==> src/rtl/assert_macros.svh <==
// Assertion macros shared by the reversible deque RTL.
// Needs a clock named clk and an active-low reset named rst_n in scope.
`ifndef ASSERT_MACROS_SVH
`define ASSERT_MACROS_SVH
`ifndef ASSERT_OFF
`define RDQ_ASSERT(lbl, prop, msg) \
  lbl: assert property (@(posedge clk) disable iff (!rst_n) (prop)) else $error(msg);
`define RDQ_ASSERT_RST(lbl, prop, msg) \
  lbl: assert property (@(posedge clk) (prop)) else $error(msg);
`else
`define RDQ_ASSERT(lbl, prop, msg)
`define RDQ_ASSERT_RST(lbl, prop, msg)
`endif
`endif

==> src/rtl/rdq_pkg.sv <==
// Package for the reversible deque: sizes, operation codes, ring helpers
// and the command and status structs between controller and datapath.
package rdq_pkg;

  localparam int CAPACITY = 16;
  localparam int IDX_W    = $clog2(CAPACITY);
  localparam int CNT_W    = 5;
  localparam int DATA_W   = 32;
  localparam int KIND_W   = 3;

  typedef enum logic [KIND_W-1:0] {
    KIND_PUSH_HEAD = 3'd0,
    KIND_PUSH_TAIL = 3'd1,
    KIND_POP_HEAD  = 3'd2,
    KIND_REVERSE   = 3'd3,
    KIND_CLEAR     = 3'd4
  } kind_t;

  typedef struct packed {
    logic exec;  // perform the accepted operation on the store
    logic load;  // move the finished result into the output register
  } dq_cmd_t;

  typedef struct packed {
    logic out_busy;  // output register holds a result that is not taken
  } dq_sts_t;

  // (a + b) modulo CAPACITY, valid for a < CAPACITY and b <= CAPACITY.
  function automatic logic [IDX_W-1:0] ring_add(input logic [IDX_W-1:0] a,
                                                input logic [CNT_W-1:0] b);
    logic [CNT_W:0] s;
    s = (CNT_W+1)'(a) + (CNT_W+1)'(b);
    if (s >= (CNT_W+1)'(CAPACITY)) begin
      s = s - (CNT_W+1)'(CAPACITY);
    end
    return IDX_W'(s);
  endfunction

  function automatic logic [IDX_W-1:0] ring_dec(input logic [IDX_W-1:0] a);
    logic [IDX_W-1:0] r;
    if (a == '0) begin
      r = IDX_W'(CAPACITY - 1);
    end else begin
      r = a - 1'b1;
    end
    return r;
  endfunction

endpackage

==> src/rtl/rdq_channels.sv <==
// Valid/ready channel interfaces for the reversible deque.
// Depends on rdq_pkg for the field widths.
interface rdq_in_if;
  import rdq_pkg::*;
  logic                     valid;
  logic                     ready;
  logic [KIND_W-1:0]        kind;
  logic signed [DATA_W-1:0] item_value;
  modport source (output valid, output kind, output item_value, input ready);
  modport sink   (input valid, input kind, input item_value, output ready);
endinterface

interface rdq_out_if;
  import rdq_pkg::*;
  logic                     valid;
  logic                     ready;
  logic                     ok;
  logic signed [DATA_W-1:0] removed_value;
  logic [CNT_W-1:0]         count;
  modport source (output valid, output ok, output removed_value, output count,
                  input ready);
  modport sink   (input valid, input ok, input removed_value, input count,
                  output ready);
endinterface

==> src/rtl/rdq_ctrl.sv <==
// Controller of the reversible deque: accepts one operation, then loads
// its result into the output register. Depends on rdq_pkg.
`include "assert_macros.svh"
module rdq_ctrl (
  input  logic             clk,
  input  logic             rst_n,
  input  logic             in_valid,
  output logic             in_ready,
  input  rdq_pkg::dq_sts_t sts,
  output rdq_pkg::dq_cmd_t cmd
);
  import rdq_pkg::*;

  typedef enum logic [1:0] {
    ST_IDLE = 2'b01,
    ST_LOAD = 2'b10
  } state_t;

  state_t state_r, state_nxt;

  assign in_ready = (state_r == ST_IDLE);
  assign cmd.exec = in_valid && in_ready;
  assign cmd.load = (state_r == ST_LOAD) && !sts.out_busy;

  always_comb begin
    state_nxt = state_r;
    unique case (state_r)
      ST_IDLE: begin
        if (cmd.exec) state_nxt = ST_LOAD;
      end
      ST_LOAD: begin
        if (cmd.load) state_nxt = ST_IDLE;
      end
      default: state_nxt = ST_IDLE;
    endcase
  end

  always_ff @(posedge clk) begin
    if (!rst_n) begin
      state_r <= ST_IDLE;
    end else begin
      state_r <= state_nxt;
    end
  end

  `RDQ_ASSERT(a_load_when_free, cmd.load |-> !sts.out_busy, "result loaded over a waiting one")
  `RDQ_ASSERT(a_exec_then_load, cmd.exec |=> (state_r == ST_LOAD && !in_ready), "no load after exec")

endmodule

==> src/rtl/rdq_datapath.sv <==
// Datapath of the reversible deque: ring store, pointers, direction flag
// and the output register. Depends on rdq_pkg.
`include "assert_macros.svh"
module rdq_datapath (
  input  logic                              clk,
  input  logic                              rst_n,
  input  rdq_pkg::dq_cmd_t                  cmd,
  output rdq_pkg::dq_sts_t                  sts,
  input  logic [rdq_pkg::KIND_W-1:0]        kind,
  input  logic signed [rdq_pkg::DATA_W-1:0] item_value,
  output logic                              out_valid,
  input  logic                              out_ready,
  output logic                              ok,
  output logic signed [rdq_pkg::DATA_W-1:0] removed_value,
  output logic [rdq_pkg::CNT_W-1:0]         count
);
  import rdq_pkg::*;

  logic [DATA_W-1:0] mem [CAPACITY];

  logic [IDX_W-1:0]  front_r, front_nxt;
  logic [CNT_W-1:0]  count_r, count_nxt;
  logic              rev_r, rev_nxt;
  logic              ok_r, ok_nxt;
  logic              pop_r;
  logic [DATA_W-1:0] rd_data_r;

  logic              out_valid_r;
  logic              out_ok_r;
  logic [DATA_W-1:0] out_val_r;
  logic [CNT_W-1:0]  out_cnt_r;

  logic              full, empty, at_low;
  logic              wr_en, rd_en;
  logic [IDX_W-1:0]  wr_addr, rd_addr;

  assign full  = (count_r == CNT_W'(CAPACITY));
  assign empty = (count_r == '0);

  always_comb begin
    front_nxt = front_r;
    count_nxt = count_r;
    rev_nxt   = rev_r;
    ok_nxt    = 1'b0;
    at_low    = 1'b0;
    wr_en     = 1'b0;
    rd_en     = 1'b0;
    wr_addr   = front_r;
    rd_addr   = front_r;
    unique case (kind)
      KIND_PUSH_HEAD, KIND_PUSH_TAIL: begin
        if (!full) begin
          // With the direction flag set, head and tail swap physical ends.
          at_low = (kind == KIND_PUSH_HEAD) != rev_r;
          ok_nxt = 1'b1;
          wr_en  = 1'b1;
          if (at_low) begin
            wr_addr   = ring_dec(front_r);
            front_nxt = wr_addr;
          end else begin
            wr_addr = ring_add(front_r, count_r);
          end
          count_nxt = count_r + 1'b1;
        end
      end
      KIND_POP_HEAD: begin
        if (!empty) begin
          ok_nxt = 1'b1;
          rd_en  = 1'b1;
          if (!rev_r) begin
            rd_addr   = front_r;
            front_nxt = ring_add(front_r, CNT_W'(1));
          end else begin
            rd_addr = ring_add(front_r, count_r - 1'b1);
          end
          count_nxt = count_r - 1'b1;
        end
      end
      KIND_REVERSE: begin
        rev_nxt = !rev_r;
        ok_nxt  = 1'b1;
      end
      KIND_CLEAR: begin
        front_nxt = '0;
        count_nxt = '0;
        rev_nxt   = 1'b0;
        ok_nxt    = 1'b1;
      end
      default: begin
      end
    endcase
  end

  // Ring store: one write or one registered read per operation.
  always_ff @(posedge clk) begin
    if (cmd.exec && wr_en) begin
      mem[wr_addr] <= item_value;
    end
    if (cmd.exec && rd_en) begin
      rd_data_r <= mem[rd_addr];
    end
  end

  always_ff @(posedge clk) begin
    if (!rst_n) begin
      front_r <= '0;
      count_r <= '0;
      rev_r   <= 1'b0;
      ok_r    <= 1'b0;
      pop_r   <= 1'b0;
    end else if (cmd.exec) begin
      front_r <= front_nxt;
      count_r <= count_nxt;
      rev_r   <= rev_nxt;
      ok_r    <= ok_nxt;
      pop_r   <= rd_en;
    end
  end

  always_ff @(posedge clk) begin
    if (!rst_n) begin
      out_valid_r <= 1'b0;
    end else if (cmd.load) begin
      out_valid_r <= 1'b1;
    end else if (out_ready) begin
      out_valid_r <= 1'b0;
    end
  end

  always_ff @(posedge clk) begin
    if (cmd.load) begin
      out_ok_r  <= ok_r;
      out_val_r <= pop_r ? rd_data_r : '0;
      out_cnt_r <= count_r;
    end
  end

  assign sts.out_busy  = out_valid_r && !out_ready;
  assign out_valid     = out_valid_r;
  assign ok            = out_ok_r;
  assign removed_value = out_val_r;
  assign count         = out_cnt_r;

  `RDQ_ASSERT(a_count_bound, count_r <= CNT_W'(CAPACITY), "count above capacity")
  `RDQ_ASSERT(a_pop_dec, (cmd.exec && kind == KIND_POP_HEAD && !empty) |=> (count_r == $past(count_r) - 1'b1), "remove did not drop count")
  `RDQ_ASSERT_RST(a_reset_empty, $past(!rst_n) |-> (count_r == '0 && !rev_r && !out_valid_r), "state not clear after reset")

endmodule

==> src/rtl/reversible_deque.sv <==
// Reversible deque: a bounded double-ended queue of 16 signed 32-bit values
// in a ring store, with insert at head or tail, remove from head, reverse
// and clear. Each operation yields one result (ok, removed value, count).
// An operation is accepted while the controller is idle; the controller
// then loads its result into the output register once that register is
// free, so a new operation is taken only after the last result is loaded.
// A result left waiting in the output register still lets one more
// operation be accepted, but that operation's result cannot be loaded, so
// the input stays closed until the waiting result is transferred.
module reversible_deque (
  input  logic      clk,
  input  logic      rst_n,
  rdq_in_if.sink    in_ch,
  rdq_out_if.source out_ch
);
  import rdq_pkg::*;

  dq_cmd_t cmd;
  dq_sts_t sts;

  rdq_ctrl u_ctrl (
    .clk      (clk),
    .rst_n    (rst_n),
    .in_valid (in_ch.valid),
    .in_ready (in_ch.ready),
    .sts      (sts),
    .cmd      (cmd)
  );

  rdq_datapath u_dp (
    .clk           (clk),
    .rst_n         (rst_n),
    .cmd           (cmd),
    .sts           (sts),
    .kind          (in_ch.kind),
    .item_value    (in_ch.item_value),
    .out_valid     (out_ch.valid),
    .out_ready     (out_ch.ready),
    .ok            (out_ch.ok),
    .removed_value (out_ch.removed_value),
    .count         (out_ch.count)
  );

endmodule
==> src/flat_wrapper.sv <==
// flat-port wrapper written by rule: the top's interface ports become plain ports
module reversible_deque_flat import rdq_pkg::*;
  (clk, rst_n, in_ch_valid, in_ch_kind, in_ch_item_value, in_ch_ready, out_ch_valid, out_ch_ok, out_ch_removed_value, out_ch_count, out_ch_ready);
  rdq_in_if in_ch_i ();
  rdq_out_if out_ch_i ();
  input  logic clk;
  input  logic rst_n;
  input wire logic [$bits(in_ch_i.valid)-1:0] in_ch_valid;
  input wire logic [$bits(in_ch_i.kind)-1:0] in_ch_kind;
  input wire logic [$bits(in_ch_i.item_value)-1:0] in_ch_item_value;
  output wire logic [$bits(in_ch_i.ready)-1:0] in_ch_ready;
  output wire logic [$bits(out_ch_i.valid)-1:0] out_ch_valid;
  output wire logic [$bits(out_ch_i.ok)-1:0] out_ch_ok;
  output wire logic [$bits(out_ch_i.removed_value)-1:0] out_ch_removed_value;
  output wire logic [$bits(out_ch_i.count)-1:0] out_ch_count;
  input wire logic [$bits(out_ch_i.ready)-1:0] out_ch_ready;
  assign in_ch_i.valid = in_ch_valid;
  assign in_ch_i.kind = in_ch_kind;
  assign in_ch_i.item_value = in_ch_item_value;
  assign in_ch_ready = in_ch_i.ready;
  assign out_ch_valid = out_ch_i.valid;
  assign out_ch_ok = out_ch_i.ok;
  assign out_ch_removed_value = out_ch_i.removed_value;
  assign out_ch_count = out_ch_i.count;
  assign out_ch_i.ready = out_ch_ready;
  reversible_deque u_core (.clk(clk), .rst_n(rst_n), .in_ch(in_ch_i), .out_ch(out_ch_i));
endmodule
==> config.mk <==
export PLATFORM = sky130hd
export DESIGN_NAME = reversible_deque_flat
export DESIGN_NICKNAME = d
export VERILOG_FILES = /design/src/rtl/rdq_pkg.sv /design/src/rtl/rdq_channels.sv /design/src/rtl/rdq_ctrl.sv /design/src/rtl/rdq_datapath.sv /design/src/rtl/reversible_deque.sv /design/src/flat_wrapper.sv
export VERILOG_INCLUDE_DIRS = /design/src /design/src/rtl
export SDC_FILE = /design/constraint.sdc
export NUM_CORES = 1
export LEC_CHECK = 0
export BUFFER_PORTS_ARGS = -buffer_cell sky130_fd_sc_hd__buf_2
export CORE_AREA = 3 3 230 232
export CTS_CLUSTER_DIAMETER = 80
export DETAILED_ROUTE_END_ITERATION = 10
export DIE_AREA = 0 0 233 235
export PLACE_DENSITY = 0.71
export SYNTH_ARGS = -nofsm -noshare
export SYNTH_HDL_FRONTEND = slang
export SYNTH_HIERARCHICAL = 1
export SYNTH_SLANG_ARGS = --single-unit
==> constraint.sdc <==
create_clock -name clk -period 4.45 [get_ports clk]
set_clock_uncertainty 0.1 [all_clocks]
set_input_delay 0.89 -clock clk [delete_from_list [all_inputs] [get_ports clk]]
set_output_delay 0.89 -clock clk [all_outputs]
set_load 0.02 [all_outputs]
==> results of run 1 <==
-- flip-flops by register name, indices dropped and copies added (netlist names) --
signal                     cells
u_core/u_dp/front_r            4
u_core/u_dp/out_valid          1
u_core/u_dp/count_r            5
u_core/u_dp/rev_r              1
u_core/u_dp/rd_data_r         32
u_core/u_dp/ok_r               1
u_core/u_dp/pop_r              1
u_core/u_dp/removed_value     32
u_core/u_ctrl/state_r          2
u_core/u_dp/ok                 1
u_core/u_dp/count              5
u_core/u_dp/mem              512
-- per-layer routing --
layer / wire [um] / up-vias / track usage (%)
met1: 23200 / 7187 / 28.4
met4: 1270 / 0 / 5.11
met5: 0 / - / 0
li1: - / 5947 / -
met2: 28500 / 483 / 34.9
met3: 3940 / 101 / 3.81
-- report_power, final --
part	switching (mW)	total (mW)	leakage (nW)	internal, mW
Clock	2.02	4.46	0.843	2.44
Combinational	0.469	0.855	3.29	0.386
Sequential	0.0265	6.23	5.42	6.20
-- cell type report --
| class | count | area (um2) | area share (%) |
|---|---|---|---|
| clock buffers | 70 | 1500 | 5.20 |
| clock inverters | 35 | 204 | 0.709 |
| inverters | 8 | 30.0 | 0.104 |
| multi-input cells | 693 | 7440 | 25.9 |
| flip-flops and latches | 597 | 17800 | 61.9 |
| well taps | 680 | 851 | 2.96 |
| repair buffers | 135 | 943 | 3.28 |
-- critical path, stage by stage, from the launching register on --
cell and delay [ns]:
dfxtp_1 0.48, inv_1 0.15, ha_1 0.26, nor3b_1 0.21, a211oi_1 0.69, o21ai_0 0.19
a22o_1 0.32, or2_2 0.40, nor2_4 0.38, buf_12 0.28
-- cell usage in the layout (no fill, tap or decap), types with 5 or more instances in the layout --
cell	n
o21a_1	5
inv_1	8
buf_2	78
nand2_1	9
nor3_1	6
edfxtp_1	582
nor2_4	18
o221ai_1	65
mux2i_1	101
a21oi_1	14
clkbuf_1	12
and2_1	35
mux2_1	73
ha_1	10
o22a_1	32
clkinv_1	18
a221oi_1	34
o21ai_0	13
mux2_2	56
nor2b_1	6
buf_4	47
dfxtp_1	13
nand2b_1	7
clkinv_2	14
nor2_1	45
buf_12	10
clkbuf_16	58
mux4_2	96
-- path summary, 6_finish.rpt --
kind         cells past startpoint                      to                   start
max                              9  u_core/u_dp/mem[2][18]  u_core/u_dp/count_r[0]
min                              0          u_core/u_dp/ok        u_core/u_dp/ok_r
max reg2reg                      9  u_core/u_dp/mem[2][18]  u_core/u_dp/count_r[0]
min reg2reg                      0          u_core/u_dp/ok        u_core/u_dp/ok_r
-- cells by family (layout without fill, tap and decap cells) --
group | Yosys count | in the layout | synth area share, %
simple gates | 151 | 151 | 3.10
mux | 327 | 327 | 18.2
flops | 597 | 597 | 69.8
buf+inv | 98 | 248 | 1.82
compound gates | 192 | 192 | 6.08
fa+ha+maj | 13 | 13 | 0.697
xor+xnor | 10 | 10 | 0.344
==> impl_metrics.json, run 1 <==
{
  "vias_per_cell": 6.18,
  "cts_made_buffers": 57,
  "grt_pass1_vias": 13900,
  "vias": 13700,
  "tightestPinTransition_ns": 1.16,
  "fmax_mhz": 262,
  "grtUsageTotal_pct": 20.8,
  "cap_violations": 0,
  "crit_fanout": 24,
  "vdd_drop_max_uv": 287,
  "routedWlPerCell_um": 25.7,
  "grt_max_degree": 49,
  "ys_top_cells_by_area": "edfxtp_1 69%, mux4_2 8.5%, mux2i_1 4.0%",
  "die_area_um2": 54800,
  "grt_antenna_before_repair": 0,
  "report.final.slew_viol_count": 0,
  "yosysTopAreaCellShare_pct": 68.6,
  "core_um2": 51200,
  "ys_seq_area_share_pct": 69.8,
  "ys_ff_latch": 597,
  "antenna_cells": 0,
  "dp_hpwl_mm": 33.1,
  "required_ns": 4.64,
  "ctsRootBufferMaster": "clkbuf_16",
  "setup_ws_ns": 0.627,
  "area_growth_syn_to_layout_pct": 12.8,
  "placed_cell_area_um2": 27100,
  "htreeDepth": 2,
  "end_kind": "register",
  "synth_top_area_cell": "edfxtp_1",
  "wirelength_mm": 56.9,
  "cts_resized": 0,
  "synth_edf_count": 582,
  "hold_class": "register to register",
  "synthArstFlopShare_pct": 0,
  "yosys-top-cells-count": "582 x edfxtp_1, 102 x mux2i_1, 96 x mux4_2",
  "placedCellCount": 2113,
  "cts_setup_buffers": 0,
  "synth_warnings": 6,
  "fin_cells": 2218,
  "p_leak_nw": 9.55,
  "finish.utilization_pct": 56.2,
  "finalHoldViolations": 0,
  "synth_cells": 1388,
  "status": "completed",
  "fin_hold_ws_ns": 0.385,
  "numPortBuffers": 78,
  "netlist_area_um2": 25500,
  "gp_congestion": 0.775,
  "period_minus_slack_ns": 3.82,
  "yosys_most_used_dff": "edfxtp_1",
  "synth_cell_types": 53,
  "preCtsSetupSlack_ns": 0.538,
  "start_util_pct": 49.8,
  "io_pins": 79,
  "overflow": 0,
  "slew_headroom_pct": 22.3,
  "drive_gt1_share_pct": 25.9,
  "final_cell_area_um2": 28800,
  "nFillCells": 3859,
  "p_total_mw": 11.5,
  "cts_num_sinks": 597,
  "pwr_density_cell_nw_per_um2": 401,
  "yosys.cell_count.top_type": "edfxtp_1",
  "period_share_pct": 85.9,
  "rows": 83,
  "finalSetupViolCount": 0,
  "fp.dieW_um": 233,
  "syn_area_per_cell_um2": 18.4,
  "clockBufferDepth": 3,
  "rsz0062_at_grt": "false",
  "drtIter0Drc": 1225,
  "hold_buffers": 0,
  "clock_latency_ns": 0.62,
  "dr.pass1.iters": 5,
  "die_h_um": 235,
  "cts_tree": "yes",
  "nets": 1544,
  "critPathLaunchType": "register",
  "crit_type": "register to register",
  "arrival_ns": 4.01,
  "finalSetupTns_ns": 0,
  "reg2reg_slack_ns": 0.63,
  "grt_pass1_wl_mm": 86.4,
  "synth_nets": 1440,
  "path_clk_slew_ns": 0.06,
  "drcViolationCount": 0,
  "antenna_left": 0
}
Note: power is estimated with default switching activity, not from simulation.
==> run 2, diff against run 1 <==
Settings changed: CORE_AREA 3 3 230 232 to 3 3 267 269, DIE_AREA 0 0 233 235 to 0 0 270 272, PLACE_DENSITY 0.71 to 0.56, SLEW_MARGIN from default to 20.
==> impl_metrics.json, run 2 (synthesis results as in run 1) <==
{
  "status": "completed",
  "layout_commonest_cell": "edfxtp_1",
  "critPathLaunchType": "register",
  "cts_num_sinks": 597,
  "antenna_left": 0,
  "nets": 1559,
  "nFillCells": 6025,
  "cts_tree": "yes",
  "r2r_start": "u_core/u_dp/count_r[1]",
  "crit_start": "u_core/u_dp/count_r[1]",
  "regMostFlops": "u_core/u_dp/mem",
  "core_um2": 68800,
  "crit_type": "register to register",
  "setup_ws_ns": 0.654,
  "fmax_mhz": 263,
  "pwr-share-clk_pct": 41.9,
  "hp-start": "u_core/u_dp/ok_r",
  "start_util_pct": 37.0,
  "overflow": 0,
  "arrival_ns": 4.01,
  "routedWlPerCell_um": 25.4,
  "period_minus_slack_ns": 3.80,
  "area_growth_syn_to_layout_pct": 15.5,
  "cts_setup_buffers": 0,
  "htreeDepth": 3,
  "path_clk_slew_ns": 0.06,
  "hold_buffers": 0,
  "grt_pass1_vias": 14400,
  "tightestPinTransition_ns": 0.873,
  "fp.dieW_um": 270,
  "pwr_density_cell_nw_per_um2": 414,
  "cap_violations": 0,
  "rsz0062_at_grt": "false",
  "cts_made_buffers": 67,
  "largest_register_ffs": 512,
  "hold_class": "register to register",
  "p_sw_share_pct": 21.6,
  "combPwrFrac_pct": 7.1,
  "die_h_um": 272,
  "grtUsageTotal_pct": 17.2,
  "wirelength_mm": 63.0,
  "numPortBuffers": 78,
  "die_area_um2": 73400,
  "finalSetupTns_ns": 0,
  "p_int_mw": 9.56,
  "placed_cell_area_um2": 27400,
  "vdd_drop_max_uv": 230,
  "clock_latency_ns": 0.58,
  "final_cell_area_um2": 29400,
  "finalHoldViolations": 0,
  "ctsRootBufferMaster": "clkbuf_16",
  "preCtsSetupSlack_ns": 0.677,
  "p_leak_nw": 9.74,
  "drive_gt1_share_pct": 26.9,
  "drcViolationCount": 0,
  "clockBufferDepth": 3,
  "crit_fanout": 104,
  "drtIter0Drc": 899,
  "seq_power_share_pct": 51.0,
  "layout_common_cells": "582 x edfxtp_1, 101 x mux2i_1, 96 x mux4_2, 78 x buf_2, 73 x mux2_1",
  "period_share_pct": 85.3,
  "vias_per_cell": 5.50,
  "end_kind": "register",
  "grt_pass1_wl_mm": 94.3,
  "slew_headroom_pct": 41.8,
  "vias": 13700,
  "grt_antenna_before_repair": 4,
  "report.final.slew_viol_count": 0,
  "reg2reg_slack_ns": 0.65,
  "grt_max_degree": 105,
  "required_ns": 4.66,
  "dr.pass1.iters": 5,
  "gp_congestion": 0.747,
  "dp_hpwl_mm": 35.4,
  "rows": 96,
  "antenna_cells": 0,
  "p_sw_mw": 2.63,
  "io_pins": 79,
  "cts_resized": 0,
  "finalSetupViolCount": 0
}
[run 2: layer usage]
metal	track usage (%)	vias up	part of all wire, %
li1	-	5991	-
met1	23.0	7274	44
met2	29.2	307	49
met3	2.50	87	4.0
met4	5.14	2	2.1
met5	0	-	0.021
[run 2: cell type report]
class | instances | area (um2) | area share, %
Sequential cell | 597 | 17800 | 60.4
Multi-Input combinational cell | 693 | 7440 | 25.3
Clock buffer | 84 | 1800 | 6.13
Tap cell | 931 | 1160 | 3.96
Timing Repair Buffer | 140 | 1010 | 3.42
Clock inverter | 30 | 201 | 0.684
Inverter | 8 | 30.0 | 0.102
[run 2: per-stage QoR]
step / instances / power (mW) / utilization (%) / hold WS (ns)
6_report: 2483 / 12.2 / 42.8 / 0.358
3_3_place_gp: 2369 / 7.20 / 39.9 / 0.324
5_1_grt: 2483 / 12.6 / 42.8 / 0.380
3_5_place_dp: 2369 / 7.22 / 39.9 / 0.341
4_1_cts: 2483 / 12.4 / 42.8 / 0.363
2_1_floorplan: 1388 / 6.93 / - / 0.303
[run 2: power by group through the flow]
stage               clock network, mW  logic, mW  registers [mW]
floorplan                           0      0.599            6.33
global placement                    0      0.862            6.33
detailed placement                  0      0.879            6.34
CTS                              5.26      0.881            6.22
global route                     5.47      0.939            6.22
finish                           5.11      0.865            6.22
[run 2: worst max-delay path: stages, from the launching register on]
cell and delay [ns]:
dfxtp_1 0.48, inv_1 0.16, ha_1 0.36, fa_1 0.42, xnor2_2 0.50, mux2i_4 0.15, buf_12 0.25, mux2_1 0.51
o221ai_1 0.21, mux2i_1 0.10
[run 2: final timing paths]
| check | end | cells after the start |
|---|---|---|
| max | u_core/u_dp/rd_data_r[21] | 9 |
| min | u_core/u_dp/ok | 0 |
| max reg2reg | u_core/u_dp/rd_data_r[21] | 9 |
| min reg2reg | u_core/u_dp/ok | 0 |
==> run 3, diff against run 2 <==
==> constraint.sdc (replaced) <==
create_clock -name clk -period 4.45 [get_ports clk]
set_clock_uncertainty 0.1 [all_clocks]
set_input_delay 0 -clock clk [delete_from_list [all_inputs] [get_ports clk]]
set_output_delay 0 -clock clk [all_outputs]
set_load 0.02 [all_outputs]
==> impl_metrics.json, run 3 (synthesis results as in run 1) <==
{
  "report.final.slew_viol_count": 0,
  "p_sw_mw": 2.63,
  "finalSetupViolCount": 0,
  "clock_latency_ns": 0.64,
  "grt_pass1_wl_mm": 94.9,
  "p_total_mw": 12.0,
  "antenna_left": 0,
  "drive_gt1_share_pct": 25.6,
  "layout_common_cells": "582 x edfxtp_1, 101 x mux2i_1, 96 x mux4_2, 78 x buf_2, 73 x mux2_1",
  "layout_commonest_cell": "edfxtp_1",
  "tightestPinTransition_ns": 0.926,
  "grt_max_degree": 103,
  "drtIter0Drc": 1029,
  "required_ns": 4.67,
  "p_leak_nw": 9.82,
  "grtUsageTotal_pct": 17.2,
  "arrival_ns": 3.95,
  "start_util_pct": 37.0,
  "crit_type": "register to register",
  "end_kind": "register",
  "wirelength_mm": 63.0,
  "io_pins": 79,
  "crit_fanout": 12,
  "holdPathEnd": "u_core/u_dp/mem[15][2]",
  "p_sw_share_pct": 21.9,
  "status": "completed",
  "clockBufferDepth": 3,
  "fp.dieW_um": 270,
  "vias_per_cell": 5.43,
  "hold_class": "input port to register",
  "cts_num_sinks": 597,
  "period_minus_slack_ns": 3.74,
  "combPwrFrac_pct": 7.3,
  "nets": 1592,
  "seq_power_share_pct": 51.8,
  "drcViolationCount": 0,
  "worstReg2RegEnd": "u_core/u_dp/mem[0][1]",
  "rows": 96,
  "finalSetupTns_ns": 0,
  "r2r_start": "u_core/u_dp/count_r[0]",
  "vias": 13700,
  "htreeDepth": 2,
  "dp_hpwl_mm": 35.3,
  "dr.pass1.iters": 5,
  "cap_violations": 0,
  "path_clk_slew_ns": 0.06,
  "numPortBuffers": 78,
  "cts_tree": "yes",
  "period_share_pct": 83.9,
  "hp-start": "in_ch_item_value[2]",
  "multiInputGateArea_um2": 7440,
  "largest_register_ffs": 512,
  "rsz0062_at_grt": "false",
  "grt_antenna_before_repair": 1,
  "die_h_um": 272,
  "worstRegToRegCells": 9,
  "slew_headroom_pct": 38.2,
  "pwr-share-clk_pct": 40.9,
  "cts_made_buffers": 61,
  "area_growth_syn_to_layout_pct": 16.5,
  "overflow": 0,
  "ctsRootBufferMaster": "clkbuf_16",
  "cts_setup_buffers": 0,
  "vdd_drop_max_uv": 300,
  "grt_pass1_vias": 14300,
  "critPathLaunchType": "register",
  "seq_area_um2": 17800,
  "reg2reg_slack_ns": 0.71,
  "holdPathStages": 2,
  "p_int_mw": 9.38,
  "gp_congestion": 0.741,
  "pwr_density_cell_nw_per_um2": 404,
  "regMostFlops": "u_core/u_dp/mem",
  "nFillCells": 5989,
  "routedWlPerCell_um": 25.0,
  "die_area_um2": 73400,
  "core_um2": 68800,
  "fmax_mhz": 268,
  "finalHoldViolations": 0
}
-- run 3: cell count changes in the layout (fill, tap and decap cells not counted), moves of 2 or more --
cell / change
dlygate4sd3_1: +40
clkbuf_16: -8
clkinv_1: +6
clkinv_2: -5
buf_12: -3
buf_4: +2
bufinv_16: +2
-- run 3: final cells by class --
class / instances / share of cell area (%)
Tap cell: 931 / 3.92
Inverter: 8 / 0.101
Antenna cell: 1 / 0.00843
Sequential cell: 597 / 59.9
Multi-Input combinational cell: 693 / 25.1
Clock buffer: 77 / 5.41
Clock inverter: 35 / 1.02
Timing Repair Buffer: 179 / 4.58
-- run 3: worst max path at each step --
stage	to	from	slack, ns
after global routing	u_core/u_dp/mem[0][1]	u_core/u_dp/count_r[0]	0.30
after detailed placement	u_core/u_dp/mem[0][14]	u_core/u_dp/count_r[0]	0.71
after global placement	u_core/u_dp/mem[0][13]	u_core/u_dp/count_r[0]	0.74
final	u_core/u_dp/mem[0][1]	u_core/u_dp/count_r[0]	0.71
after floorplan	u_core/u_dp/mem[10][0]	u_core/u_dp/count_r[0]	0.46
after CTS	u_core/u_dp/mem[0][1]	u_core/u_dp/count_r[0]	0.69
-- run 3: layer usage --
metal / wire length (um) / vias up / track usage [%]
met5: 0 / - / 0
met3: 3060 / 86 / 2.76
li1: - / 6057 / -
met4: 1360 / 0 / 4.38
met1: 27400 / 7203 / 23.2
met2: 31200 / 342 / 29.3
-- run 3: per-stage QoR --
stage                     std cells  setup WS (ns)  instance area, um2  util, %  hold WS [ns]
after global routing           2521          0.296               29700     43.1         0.181
after CTS                      2520          0.686               29700     43.1         0.153
after detailed placement       2368          0.706               27400     39.8         0.274
after global placement         2368          0.741               27400     39.8         0.266
final                          2521          0.714               29700     43.1         0.196
after floorplan                1388          0.456               25500        -       -0.0200
-- run 3: critical path, cell delays in order (launching register included) --
cell and delay (ns):
dfxtp_1 0.49, inv_1 0.15, ha_1 0.24, nor3b_1 0.19
a211oi_1 0.62, o21ai_0 0.20, a22o_1 0.33, nand2b_1 0.34
nor2_4 0.55, buf_12 0.23
-- run 3: what timing repair did --
| action | 4_1_cts | 5_1_grt |
|---|---|---|
| endpoints found under the hold margin | 527 | 0 |
| hold buffers | 40 | 0 |
| gates resized for setup | 0 | 0 |
| setup endpoints to repair | 0 | 0 |
-- run 3: power groups by stage --
stage	sequential, mW	clock (mW)	combinational [mW]
5_1_grt	6.22	5.26	0.958
4_1_cts	6.22	5.04	0.897
6_report	6.22	4.91	0.879
2_1_floorplan	6.33	0	0.599
3_3_place_gp	6.34	0	0.850
3_5_place_dp	6.34	0	0.864
